File: config.mk
export PLATFORM = sky130hd
export DESIGN_NAME = keypad_code_lock_unit
export DESIGN_NICKNAME = d
export VERILOG_FILES = /design/src/rtl/kcl_pkg.sv /design/src/rtl/kcl_core.sv /design/src/rtl/keypad_code_lock_unit.sv
export VERILOG_INCLUDE_DIRS = /design/src /design/src/rtl
export SDC_FILE = /design/constraint.sdc
export NUM_CORES = 1
export LEC_CHECK = 0
export ABC_AREA = 1
export BUFFER_PORTS_ARGS = -buffer_cell sky130_fd_sc_hd__buf_2
export CAP_MARGIN = 20
export CORE_ASPECT_RATIO = 1.4
export CORE_UTILIZATION = 50
export CTS_BUF_LIST = sky130_fd_sc_hd__clkbuf_4 sky130_fd_sc_hd__clkbuf_8 sky130_fd_sc_hd__clkbuf_16
export CTS_CLUSTER_DIAMETER = 100
export DETAILED_ROUTE_END_ITERATION = 8
export HOLD_SLACK_MARGIN = 0.1
export PLACE_DENSITY = 0.73
export SYNTH_ARGS = -nofsm -noshare
export SYNTH_HDL_FRONTEND = slang
export SYNTH_SLANG_ARGS = --single-unit
File: constraint.sdc
create_clock -name clk_i -period 3.34 [get_ports clk_i]
set_clock_uncertainty 0.05 [all_clocks]
set_input_delay 0.167 -clock clk_i [delete_from_list [all_inputs] [get_ports clk_i]]
set_output_delay 0.167 -clock clk_i [all_outputs]
set_load 0.01 [all_outputs]
File: src/rtl/assert_macros.svh
// Assertion helpers shared by the RTL files.
`ifndef ASSERT_MACROS_SVH
`define ASSERT_MACROS_SVH

// Condition that must hold at every clock edge outside reset.
`define ASSERT_ALWAYS(label, cond, msg) \
  label: assert property (@(posedge clk_i) disable iff (!rst_ni) (cond)) else $error(msg);

// Antecedent at one edge implies the consequent at the next edge.
`define ASSERT_NEXT(label, ante, cons, msg) \
  label: assert property (@(posedge clk_i) disable iff (!rst_ni) (ante) |=> (cons)) \
    else $error(msg);

`endif

File: src/rtl/kcl_pkg.sv
package kcl_pkg;

  localparam int CODE_DIGITS = 4;
  localparam int CNT_W       = $clog2(CODE_DIGITS + 1);
  localparam int IDX_W       = (CODE_DIGITS > 1) ? $clog2(CODE_DIGITS) : 1;
  localparam int CODE_VEC_W  = (4 * CODE_DIGITS > 16) ? 4 * CODE_DIGITS : 16;
  localparam int DIGITS_W    = 3;

  localparam logic [7:0] CHAR_ZERO = 8'h30;
  localparam logic [7:0] CHAR_NINE = 8'h39;
  localparam logic [7:0] CHAR_DEL  = 8'h7F;
  localparam logic [7:0] CHAR_BS   = 8'h08;

  localparam logic [15:0] SECRET_RST     = 16'd4369;
  localparam logic [15:0] ENTRY_TO_RST   = 16'd100;
  localparam logic [15:0] OPEN_TICKS_RST = 16'd100;
  localparam logic [7:0]  BLINK_HALF_RST = 8'd5;

  typedef enum logic [1:0] {
    MODE_LOCKED   = 2'd0,
    MODE_ENTERING = 2'd1,
    MODE_UNLOCKED = 2'd2
  } mode_e;

  typedef enum logic [1:0] {
    FUNC_TICK   = 2'd0,
    FUNC_BYTE   = 2'd1,
    FUNC_BUTTON = 2'd2
  } func_e;

  typedef enum logic [3:0] {
    EV_NONE    = 4'd0,
    EV_DIGIT   = 4'd1,
    EV_ERASED  = 4'd2,
    EV_CORRECT = 4'd3,
    EV_WRONG   = 4'd4,
    EV_SHORT   = 4'd5,
    EV_PROMPT  = 4'd6,
    EV_OPEN    = 4'd7,
    EV_TIMEOUT = 4'd8,
    EV_CLOSED  = 4'd9
  } event_e;

  typedef enum logic [1:0] {
    CFG_SECRET     = 2'd0,
    CFG_ENTRY_TO   = 2'd1,
    CFG_OPEN_TICKS = 2'd2,
    CFG_BLINK_HALF = 2'd3
  } cfg_idx_e;

  typedef struct packed {
    logic [15:0] secret_code;
    logic [15:0] entry_timeout_ticks;
    logic [15:0] open_ticks;
    logic [7:0]  blink_half_ticks;
  } cfg_t;

  // Packed so that relay_on lands in bit 0.
  typedef struct packed {
    logic [3:0]          event_code;
    logic [DIGITS_W-1:0] digits_held;
    logic [1:0]          lock_mode;
    logic                led_on;
    logic                relay_on;
  } res_t;

  localparam int RES_W = $bits(res_t);

endpackage

File: src/rtl/kcl_core.sv
`include "assert_macros.svh"

module kcl_core (
  input  logic              clk_i,
  input  logic              rst_ni,
  input  logic              step_i,
  input  logic [1:0]        func_i,
  input  logic [7:0]        rx_byte_i,
  input  kcl_pkg::cfg_t     cfg_i,
  output kcl_pkg::res_t     res_o
);
  import kcl_pkg::*;

  mode_e            mode_q, mode_d;
  logic [CNT_W-1:0] count_q, count_d;
  logic [15:0]      elapsed_q, elapsed_d;
  logic [8:0]       blink_q, blink_d;
  logic             relay_q, relay_d;
  logic             led_q, led_d;
  logic [3:0]       store_q [CODE_DIGITS];
  logic             store_we;
  event_e           ev;

  logic             is_tick, is_byte, is_button;
  logic             is_digit, is_erase, buf_full, code_ok;
  logic             entry_expired, open_expired;
  logic [15:0]      elapsed_sat;
  logic [CODE_VEC_W-1:0] code_vec;
  logic [8:0]       half, half_dbl, blink_inc;

  // Decode the item and the timer conditions.
  always_comb begin
    is_tick   = 1'b0;
    is_byte   = 1'b0;
    is_button = 1'b0;
    case (func_i)
      FUNC_TICK:   is_tick   = 1'b1;
      FUNC_BYTE:   is_byte   = 1'b1;
      FUNC_BUTTON: is_button = 1'b1;
      default: ;
    endcase
    is_digit    = (rx_byte_i >= CHAR_ZERO) && (rx_byte_i <= CHAR_NINE);
    is_erase    = (rx_byte_i == CHAR_DEL) || (rx_byte_i == CHAR_BS);
    buf_full    = (count_q >= CNT_W'(CODE_DIGITS));
    elapsed_sat = (elapsed_q != 16'hFFFF) ? elapsed_q + 16'd1 : elapsed_q;
    entry_expired = (mode_q == MODE_ENTERING) && (elapsed_sat >= cfg_i.entry_timeout_ticks);
    open_expired  = (mode_q == MODE_UNLOCKED) && (elapsed_sat >= cfg_i.open_ticks);
  end

  // First digit sits in the top nibble; positions beyond the register read as zero.
  always_comb begin
    code_vec = CODE_VEC_W'(cfg_i.secret_code);
    code_ok  = 1'b1;
    for (int i = 0; i < CODE_DIGITS; i++) begin
      if (store_q[i] != code_vec[4*(CODE_DIGITS-1-i) +: 4]) begin
        code_ok = 1'b0;
      end
    end
  end

  // Next mode.
  always_comb begin
    mode_d = mode_q;
    if (step_i) begin
      if (is_tick) begin
        if (entry_expired || open_expired) begin
          mode_d = MODE_LOCKED;
        end
      end else if (is_byte && mode_q != MODE_UNLOCKED) begin
        if (is_digit && !buf_full) begin
          mode_d = MODE_ENTERING;
        end else if (is_erase && count_q == CNT_W'(1)) begin
          mode_d = MODE_LOCKED;
        end
      end else if (is_button && mode_q == MODE_ENTERING && !buf_full) begin
        mode_d = mode_q;
      end else if (is_button && mode_q == MODE_ENTERING) begin
        mode_d = code_ok ? MODE_UNLOCKED : MODE_LOCKED;
      end
    end
  end

  // Datapath updates and event code.
  always_comb begin
    count_d   = count_q;
    elapsed_d = elapsed_q;
    blink_d   = blink_q;
    relay_d   = relay_q;
    led_d     = led_q;
    store_we  = 1'b0;
    ev        = EV_NONE;
    half      = (cfg_i.blink_half_ticks == 8'd0) ? 9'd1 : {1'b0, cfg_i.blink_half_ticks};
    half_dbl  = half << 1;
    blink_inc = blink_q + 9'd1;
    if (step_i) begin
      if (is_tick) begin
        if (mode_q != MODE_LOCKED) begin
          elapsed_d = elapsed_sat;
        end
        if (entry_expired) begin
          count_d = '0;
          ev      = EV_TIMEOUT;
        end else if (open_expired) begin
          relay_d = 1'b0;
          ev      = EV_CLOSED;
        end
        if (mode_d == MODE_UNLOCKED) begin
          led_d   = (blink_q >= half);
          blink_d = (blink_inc >= half_dbl) ? 9'd0 : blink_inc;
        end else begin
          led_d = 1'b1;
        end
      end else if (is_byte && mode_q != MODE_UNLOCKED) begin
        if (is_digit && !buf_full) begin
          if (mode_q == MODE_LOCKED) begin
            elapsed_d = '0;
          end
          store_we = 1'b1;
          count_d  = count_q + CNT_W'(1);
          ev       = EV_DIGIT;
        end else if (is_erase && count_q != '0) begin
          count_d = count_q - CNT_W'(1);
          ev      = EV_ERASED;
        end
      end else if (is_button) begin
        case (mode_q)
          MODE_ENTERING: begin
            if (!buf_full) begin
              ev = EV_SHORT;
            end else begin
              count_d = '0;
              if (code_ok) begin
                relay_d   = 1'b1;
                elapsed_d = '0;
                ev        = EV_CORRECT;
              end else begin
                ev = EV_WRONG;
              end
            end
          end
          MODE_UNLOCKED: ev = EV_OPEN;
          default:       ev = EV_PROMPT;
        endcase
      end
    end
  end

  always_ff @(posedge clk_i or negedge rst_ni) begin
    if (!rst_ni) begin
      mode_q    <= MODE_LOCKED;
      count_q   <= '0;
      elapsed_q <= '0;
      blink_q   <= '0;
      relay_q   <= 1'b0;
      led_q     <= 1'b1;
    end else begin
      mode_q    <= mode_d;
      count_q   <= count_d;
      elapsed_q <= elapsed_d;
      blink_q   <= blink_d;
      relay_q   <= relay_d;
      led_q     <= led_d;
    end
  end

  // Only positions written since entry began are ever compared.
  always_ff @(posedge clk_i) begin
    if (store_we) begin
      store_q[count_q[IDX_W-1:0]] <= rx_byte_i[3:0];
    end
  end

  always_comb begin
    res_o.event_code  = ev;
    res_o.digits_held = DIGITS_W'(count_d);
    res_o.lock_mode   = mode_d;
    res_o.led_on      = led_d;
    res_o.relay_on    = relay_d;
  end

  `ASSERT_ALWAYS(a_relay_iff_unlocked, relay_q == (mode_q == MODE_UNLOCKED),
    "relay level disagrees with lock mode")
  `ASSERT_ALWAYS(a_digits_only_entering,
    (mode_q == MODE_ENTERING) ? (count_q != '0) : (count_q == '0),
    "digit count inconsistent with lock mode")
  `ASSERT_ALWAYS(a_led_lit_when_locked, (mode_q == MODE_UNLOCKED) || led_q,
    "LED dark outside unlocked mode")
  `ASSERT_NEXT(a_idle_holds_state, !step_i,
    $stable(mode_q) && $stable(count_q) && $stable(elapsed_q),
    "lock state moved without a transaction")

endmodule

File: src/rtl/keypad_code_lock_unit.sv
// A transaction accepted into the input register is stepped through the core and its
// result loaded into the result register once that register is free or being drained.
// Throughput: one transaction per cycle while the output is not stalled; when both
// registers are full the input is ready only in a cycle in which the waiting result is taken.
// Reset (rst_ni, asynchronous, active low): lock locked, no digits, counters zero,
// relay off, LED on, configuration registers back to their default values.
`include "assert_macros.svh"

module keypad_code_lock_unit (
  input  logic                      clk_i,
  input  logic                      rst_ni,
  input  logic                      cfg_we_i,
  input  logic [1:0]                cfg_idx_i,
  input  logic [15:0]               cfg_wdata_i,
  input  logic                      s_axis_tvalid,
  output logic                      s_axis_tready,
  input  logic [7:0]                s_axis_tdata,   // [7:0] rx_byte
  input  logic [1:0]                s_axis_tuser,   // [1:0] func
  output logic                      m_axis_tvalid,
  input  logic                      m_axis_tready,
  output logic [15:0]               m_axis_tdata    // [0] relay_on, [1] led_on,
                                                    // [3:2] lock_mode, [6:4] digits_held,
                                                    // [10:7] event_code, [15:11] zero
);
  import kcl_pkg::*;

  cfg_t       cfg_q;
  logic       in_v_q;
  logic [1:0] func_q;
  logic [7:0] byte_q;
  logic       out_v_q;
  res_t       res_q, res_d;
  logic       adv;
  logic       in_take;

  assign adv           = in_v_q && (!out_v_q || m_axis_tready);
  assign s_axis_tready = !in_v_q || adv;
  assign in_take       = s_axis_tvalid && s_axis_tready;

  always_ff @(posedge clk_i or negedge rst_ni) begin
    if (!rst_ni) begin
      cfg_q.secret_code         <= SECRET_RST;
      cfg_q.entry_timeout_ticks <= ENTRY_TO_RST;
      cfg_q.open_ticks          <= OPEN_TICKS_RST;
      cfg_q.blink_half_ticks    <= BLINK_HALF_RST;
    end else if (cfg_we_i) begin
      case (cfg_idx_i)
        CFG_SECRET:     cfg_q.secret_code         <= cfg_wdata_i;
        CFG_ENTRY_TO:   cfg_q.entry_timeout_ticks <= cfg_wdata_i;
        CFG_OPEN_TICKS: cfg_q.open_ticks          <= cfg_wdata_i;
        CFG_BLINK_HALF: cfg_q.blink_half_ticks    <= cfg_wdata_i[7:0];
        default: ;
      endcase
    end
  end

  always_ff @(posedge clk_i or negedge rst_ni) begin
    if (!rst_ni) begin
      in_v_q  <= 1'b0;
      out_v_q <= 1'b0;
    end else begin
      if (in_take) begin
        in_v_q <= 1'b1;
      end else if (adv) begin
        in_v_q <= 1'b0;
      end
      if (adv) begin
        out_v_q <= 1'b1;
      end else if (m_axis_tready) begin
        out_v_q <= 1'b0;
      end
    end
  end

  // Payload registers: load on transaction, hold otherwise.
  always_ff @(posedge clk_i) begin
    if (in_take) begin
      func_q <= s_axis_tuser;
      byte_q <= s_axis_tdata;
    end
    if (adv) begin
      res_q <= res_d;
    end
  end

  kcl_core u_core (
    .clk_i     (clk_i),
    .rst_ni    (rst_ni),
    .step_i    (adv),
    .func_i    (func_q),
    .rx_byte_i (byte_q),
    .cfg_i     (cfg_q),
    .res_o     (res_d)
  );

  assign m_axis_tvalid = out_v_q;
  assign m_axis_tdata  = {(16 - RES_W)'(0), res_q};

  `ASSERT_ALWAYS(a_no_input_overwrite, !(in_take && in_v_q) || adv,
    "input register overwritten before it advanced")
  `ASSERT_NEXT(a_result_loaded, adv, out_v_q && !in_v_q || out_v_q && $past(in_take),
    "advanced item did not reach the result register")

endmodule
# After elaboration in Yosys (flattened, before gate mapping)
# Memories as Yosys holds them, arrays and structs flattened.
# Index checks and enable logic that the tools add are counted.
[totals]
memories = 1
ram_bits = 16
regBits = 111
inputBits = 33
out_inout_bits = 18
word_cells = 156
[classes]
muxes = 69
addsub = 4
n_eq_ne = 20
n_lt_le_gt_ge = 7
reduce_logical = 36
[mem_list]
columns = ["name", "depth", "word_bits", "rd", "rd_clocked_by_memory_dff", "write_ports", "line_no", "rtl"]
rows = [
  ["u_core.store_q", 4, 4, 4, 0, 1, "kcl_core.sv:20", "logic [3:0] store_q [CODE_DIGITS];"],
]
[ops]
columns = ["op", "n"]
rows = [
  ["$mux W16", 10],
  ["$ge A16 B16 Y1", 2],
  ["$mux W3", 10],
  ["$mux W1", 29],
  ["$mux W4", 7],
  ["$mux W2", 10],
  ["$ge A9 B9 Y1", 2],
  ["$add A16 B1 Y16 const B", 1],
  ["$ne A16 B16 Y1 const B", 1],
  ["$ne A4 B4 Y1", 4],
  ["$reduce_bool A3 Y1", 5],
  ["$logic_and A1 B1 Y1", 11],
  ["$eq A2 B2 Y1 const B", 5],
  ["$add A9 B1 Y9 const B", 1],
  ["$mux W9", 1],
  ["$eq A8 B4 Y1 const B", 1],
  ["$eq A8 B7 Y1 const B", 1],
  ["$ge A8 B6 Y1 const B", 1],
  ["$le A8 B6 Y1 const B", 1],
  ["$logic_not A8 Y1", 1],
  ["$mux W8", 1],
  ["$pmux W4 S2", 1],
  ["$reduce_and A2 Y1", 4],
  ["$reduce_and A8 Y1", 1],
  ["other kinds (12)", 25],
]

# Logic depth before layout (Yosys ltp)
# An unclocked memory read counts as a cell.
[logic_depth]
ltp_word = 16
ltp_mapped = 27
mapped_depth_nobuf = 27

# By module
# Synthesis repeated with hierarchy kept, for this count alone.
[unflattened]
hier_cells = 930
hier_area_um2 = 7594.8
[modules_own_cells]
columns = ["module", "cells_each", "n_inst", "seq_area_each_um2", "area_each_um2"]
rows = [
  ["kcl_core", 643, 1, 1282.5, 4538.1],
  ["keypad_code_lock_unit", 287, 1, 2097.0, 3056.7],
]

# Worst setup path before layout
# No wires, ideal clock.
[synth_timing]
path_type = "register to register"
startpoint = "register u_core.elapsed_q[0]"
endpoint = "register res_q (netlist bit m_axis_tdata[1]) (data pin)"
path_stages_with_launch = 25
setup_slack_ps = 124
synth_period_minus_slack_ps = 3216
required_time_ps = 3021
setup_ps = 269
arrival_time_ps = 2897
path_buffers = 0
path_cell_list = "dfrtp_1 > ha_1 > inv_1 > nor2_2 > nand2_2 > nor2_2 > nand3_2 > nor2_2 > nand2_1 > nand2_2 > nor2_1 > nand2_1 > xor2_1 > inv_1 > ha_1 > nand2_1 > o21bai_1 > a21oi_1 > nor2_1 > nand2_1 > nand2_1 > nand3_2 > nand3_4 > nor2_4 > a21oi_1"
[synth_lines]
columns = ["item", "line_no", "rtl"]
rows = [
  ["from (decl)", "kcl_core.sv:16", "logic [15:0] elapsed_q, elapsed_d;"],
  ["from (signal assigned)", "kcl_core.sv:159", "elapsed_q <= elapsed_d;"],
  ["to (signal assigned)", "keypad_code_lock_unit.sv:82", "res_q <= res_d;"],
  ["to (decl)", "keypad_code_lock_unit.sv:32", "res_t res_q, res_d;"],
]

# Worst setup path after layout
[layout_timing]
startpoint = "register u_core.elapsed_q[1]"
endpoint = "register u_core.blink_q[6]"
[layout_via]
elab_chain_len = 10
elab_cells_between_ends = 13
cone_classes = "add/sub: 1; order compare: 2; eq/ne: 2; mux: 4; reduce/logical: 4"
[layout_rtl]
columns = ["item", "line_no", "rtl"]
rows = [
  ["$add A16 B1 Y16 / $ne A16 B16 Y1 (equally long branches)", "kcl_core.sv:45", "elapsed_sat = (elapsed_q != 16'hFFFF) ? elapsed_q + 16'd1 : elapsed_q;"],
  ["$mux W16 *", "kcl_core.sv:45", ""],
  ["$ge A16 B16 Y1 (on tied branches)", "kcl_core.sv:46, kcl_core.sv:47", ""],
  ["$logic_and A1 B1 Y1 (on tied branches)", "kcl_core.sv:46, kcl_core.sv:47", ""],
  ["$logic_or A1 B1 Y1 *", "kcl_core.sv:66", "if (entry_expired || open_expired) begin"],
  ["$mux W2 *", "kcl_core.sv:66", ""],
  ["$mux W2 *", "kcl_core.sv:65", "if (is_tick) begin"],
  ["$mux W2 *", "kcl_core.sv:64", "if (step_i) begin"],
  ["$eq A2 B2 Y1 *", "kcl_core.sv:107", "if (mode_d == MODE_UNLOCKED) begin"],
  ["$reduce_and A3 Y1 (no source line) *", "--", ""],
  ["to (signal assigned)", "kcl_core.sv:160", "blink_q <= blink_d;"],
  ["to (decl)", "kcl_core.sv:17", "logic [8:0] blink_q, blink_d;"],
]
# Every way passes the cells marked *; elsewhere a longest branch is shown, timed or not.
# A chain may end at the register's enable or synchronous reset.

==> results.tsv <==
metric	value	unit
final_common_cell	nand2_1	
cts_htree_levels	4	
powerDensity	558	mW/mm2
r2r_end	u_core.blink_q[6]	
cts.sinks	127	
whs_endpoint	cfg_q[26]	
ys_warn_count	0	
grt_use_total	0.230	
crit_top_cell	nand2_1	
end_kind	flop	
startpoint_type	flop	
area_growth	26.3	%
ys_ff_latch	127	
clock_path_buffers	2	
max-cap-violations	0	
rsz0062_at_grt	true	
die_x	104	um
num_rows	51	
min_period_over_period	1.03	
setup_viol	12	
core	0.0141	mm2
dr.pass1.iters	4	
crit_type	reg2reg	
required	3.58	ns
numCtsBuffers	17	
async_reset_ff_frac	0.709	
place_ws	-0.0841	ns
ys_seq_area_frac	0.464	
ir_drop	0.000391	V
dieArea	0.0151	mm2
grt_pass1_wl	27200	um
overflow	0	
root_buffer	clkbuf_16	
wl	17200	um
wl_per_cell	14.2	um
crit_cells	25	
synth_cell_types	45	
worst_pin_slew	0.594	ns
hold_depth	3	
hp-start	cfg_we_i	
ant_nets	0	
initial_core_util	0.517	
grt_pass1_vias	6017	
synthCells	888	
fin_hold_ws	0.165	ns
min-delay-path-class	in2reg	
p_leak	4.66	nW
fillers	1126	
synth_area	0.00729	mm2
layout-drive-gt1-share	0.211	
path_clk_slew	0.06	ns
violations	negative setup slack	
slew_violations	0	
reg2reg_from	u_core.elapsed_q[1]	
clk_latency	0.41	ns
syn_area_per_cell	8.21	um2
cts_tree	done	
cp_slowest_cell	dfrtp_1	
ys.flop_type	dfrtp_1	
area.sequential	0.00338	mm2
mostFrequentLayoutCells	nand2_1, inv_1, dfrtp_1	
nets	1105	
cp_top_family	simple AND/OR/NAND/NOR gates	
io_pins	51	
drt-initial-drc-count	298	
crit_buf_inv	3	
place.gp.congestion	0.879	
outcome	complete, but fails checks	
vias	6181	
fp.dieH	145	um
slowest_delay	0.35	ns
cp_data_arrival_time	3.68	ns
viasPerCell	5.10	
multi_input_area	0.00351	mm2
place_hpwl	11500	um
io_buffers	45	
fin_crit	3.44	ns
p_total	5.14	mW
antenna_found_initial	1	
synth_edf_count	37	
post-route-drc-count	0	
finalWorstSetupSlack	-0.0973	ns
worstRegToRegCells	25	
grt_max_degree	86	
worstPathMaxFanout	4	
slew_headroom	0.604	
rrSetupSlack	-0.1	ns
fmax	291	MHz
hold_viol	0	
-- power breakdown --
| part | switching [mW] | internal (mW) | total (mW) | leakage, nW |
|---|---|---|---|---|
| Sequential | 0.165 | 1.85 | 2.02 | 1.48 |
| Combinational | 0.832 | 0.588 | 1.42 | 2.91 |
| Clock | 0.724 | 0.977 | 1.70 | 0.268 |
| Total | 1.72 | 3.42 | 5.14 | 4.66 |
-- worst register-to-register path, stage by stage, from the launching register on --
cell	delay, ns
dfrtp_1	0.35
ha_2	0.19
inv_2	0.04
nor2_4	0.13
nand2_4	0.08
nor3_4	0.20
nand3_2	0.14
nand2_2	0.12
nor2_2	0.05
nand2_2	0.08
xor2_2	0.17
inv_2	0.09
ha_4	0.26
nand2_1	0.07
nor2_2	0.14
and2_1	0.15
nor2_1	0.05
nand2_1	0.07
nand2_1	0.07
nand2_2	0.12
nand2_4	0.08
nand3_4	0.09
nand3_4	0.11
clkbuf_16	0.19
o21ai_2	0.13
nand2_1	0.07
-- final cells by class --
| cell class | count | share of cell area |
|---|---|---|
| Timing Repair Buffer | 119 | 0.102 |
| Clock inverter | 14 | 0.0114 |
| Tap cell | 185 | 0.0251 |
| Multi-Input combinational cell | 589 | 0.381 |
| Clock buffer | 18 | 0.0477 |
| Antenna cell | 1 | 0.000272 |
| Sequential cell | 127 | 0.367 |
| Inverter | 159 | 0.0649 |
-- logic make-up after synthesis --
logic type | after synthesis | synth area share
AO/OA/AOI/OAI | 141 | 0.108
other | 1 | 0.000514
XOR/XNOR | 11 | 0.0132
AND/OR/NAND/NOR | 373 | 0.218
adder cells (fa/ha/maj) | 59 | 0.101
flip-flops | 127 | 0.464
buffers and inverters | 176 | 0.0954
-- sequential cells by signal (all words and copies together) (netlist names) --
name and flops:
byte_q 8, cfg_q 56, func_q 2, in_v_q 1, m_axis_tdata 11, m_axis_tvalid 1, u_core.blink_q 9, u_core.count_q 3
u_core.elapsed_q 16, u_core.led_q 1, u_core.mode_q 2, u_core.relay_q 1, u_core.store_q 16
-- routing by layer --
layer  up-vias  track usage  wire length, um
met5         -            0                0
met4         0        0.112              486
met3        38       0.0300              517
met2       135        0.435             9290
met1      2916        0.254             6870
li1       3092            -                -
-- per-stage QoR --
step / area, um2 / cells / setup TNS, ns / util
6_report: 9210 / 1212 / -0.676 / 0.653
5_1_grt: 9210 / 1212 / -5.46 / 0.653
4_1_cts: 8830 / 1197 / 0 / 0.626
3_5_place_dp: 7880 / 1130 / -0.415 / 0.559
3_3_place_gp: 7880 / 1130 / 0 / 0.559
2_1_floorplan: 7310 / 892 / 0 / -
-- what timing repair did --
item,4_1_cts,5_1_grt
gates resized for setup,17,58
buffers inserted,4,8
setup endpoints to repair,12,24
pin swaps,12,43
hold buffers,31,0
gates cloned,0,2
hold endpoints to repair,139,0
-- synthesized netlist by cell type (2+ instances only) --
cell,n,area share
clkbuf_1,10,0.0051
a21oi_1,29,0.020
nand4_1,10,0.0086
nor2_1,76,0.039
dfstp_2,13,0.047
o21ai_0,79,0.054
nor2_2,9,0.0077
xor2_1,7,0.0084
inv_2,3,0.0015
o211ai_1,4,0.0041
nand3_2,4,0.0055
xnor2_1,4,0.0048
nand3_1,22,0.015
nand2_1,225,0.12
o21bai_1,3,0.0031
nor2_4,2,0.0031
and2_1,2,0.0017
o2111ai_1,2,0.0024
buf_4,5,0.0051
nor4_1,2,0.0017
buf_6,2,0.0031
o21ai_1,8,0.0055
o22ai_1,2,0.0017
edfxtp_1,37,0.15
nand2_2,6,0.0051
inv_1,154,0.079
ha_1,59,0.10
dfrtp_1,77,0.26
a22o_1,8,0.0096
nor3_1,9,0.0062
-- worst max path at each step --
| stage | start | endpoint | slack (ns) |
|---|---|---|---|
| 2_1_floorplan | u_core.elapsed_q[0] | m_axis_tdata[1] | 0.12 |
| 3_3_place_gp | u_core.elapsed_q[0] | u_core.blink_q[1] | 0.01 |
| 3_5_place_dp | u_core.elapsed_q[1] | m_axis_tdata[5] | -0.08 |
| 4_1_cts | u_core.elapsed_q[1] | u_core.blink_q[5] | 0.001 |
| 5_1_grt | u_core.elapsed_q[1] | u_core.blink_q[6] | -0.38 |
| 6_report | u_core.elapsed_q[1] | u_core.blink_q[6] | -0.1 |
Note: power is estimated with default switching activity, not from simulation.
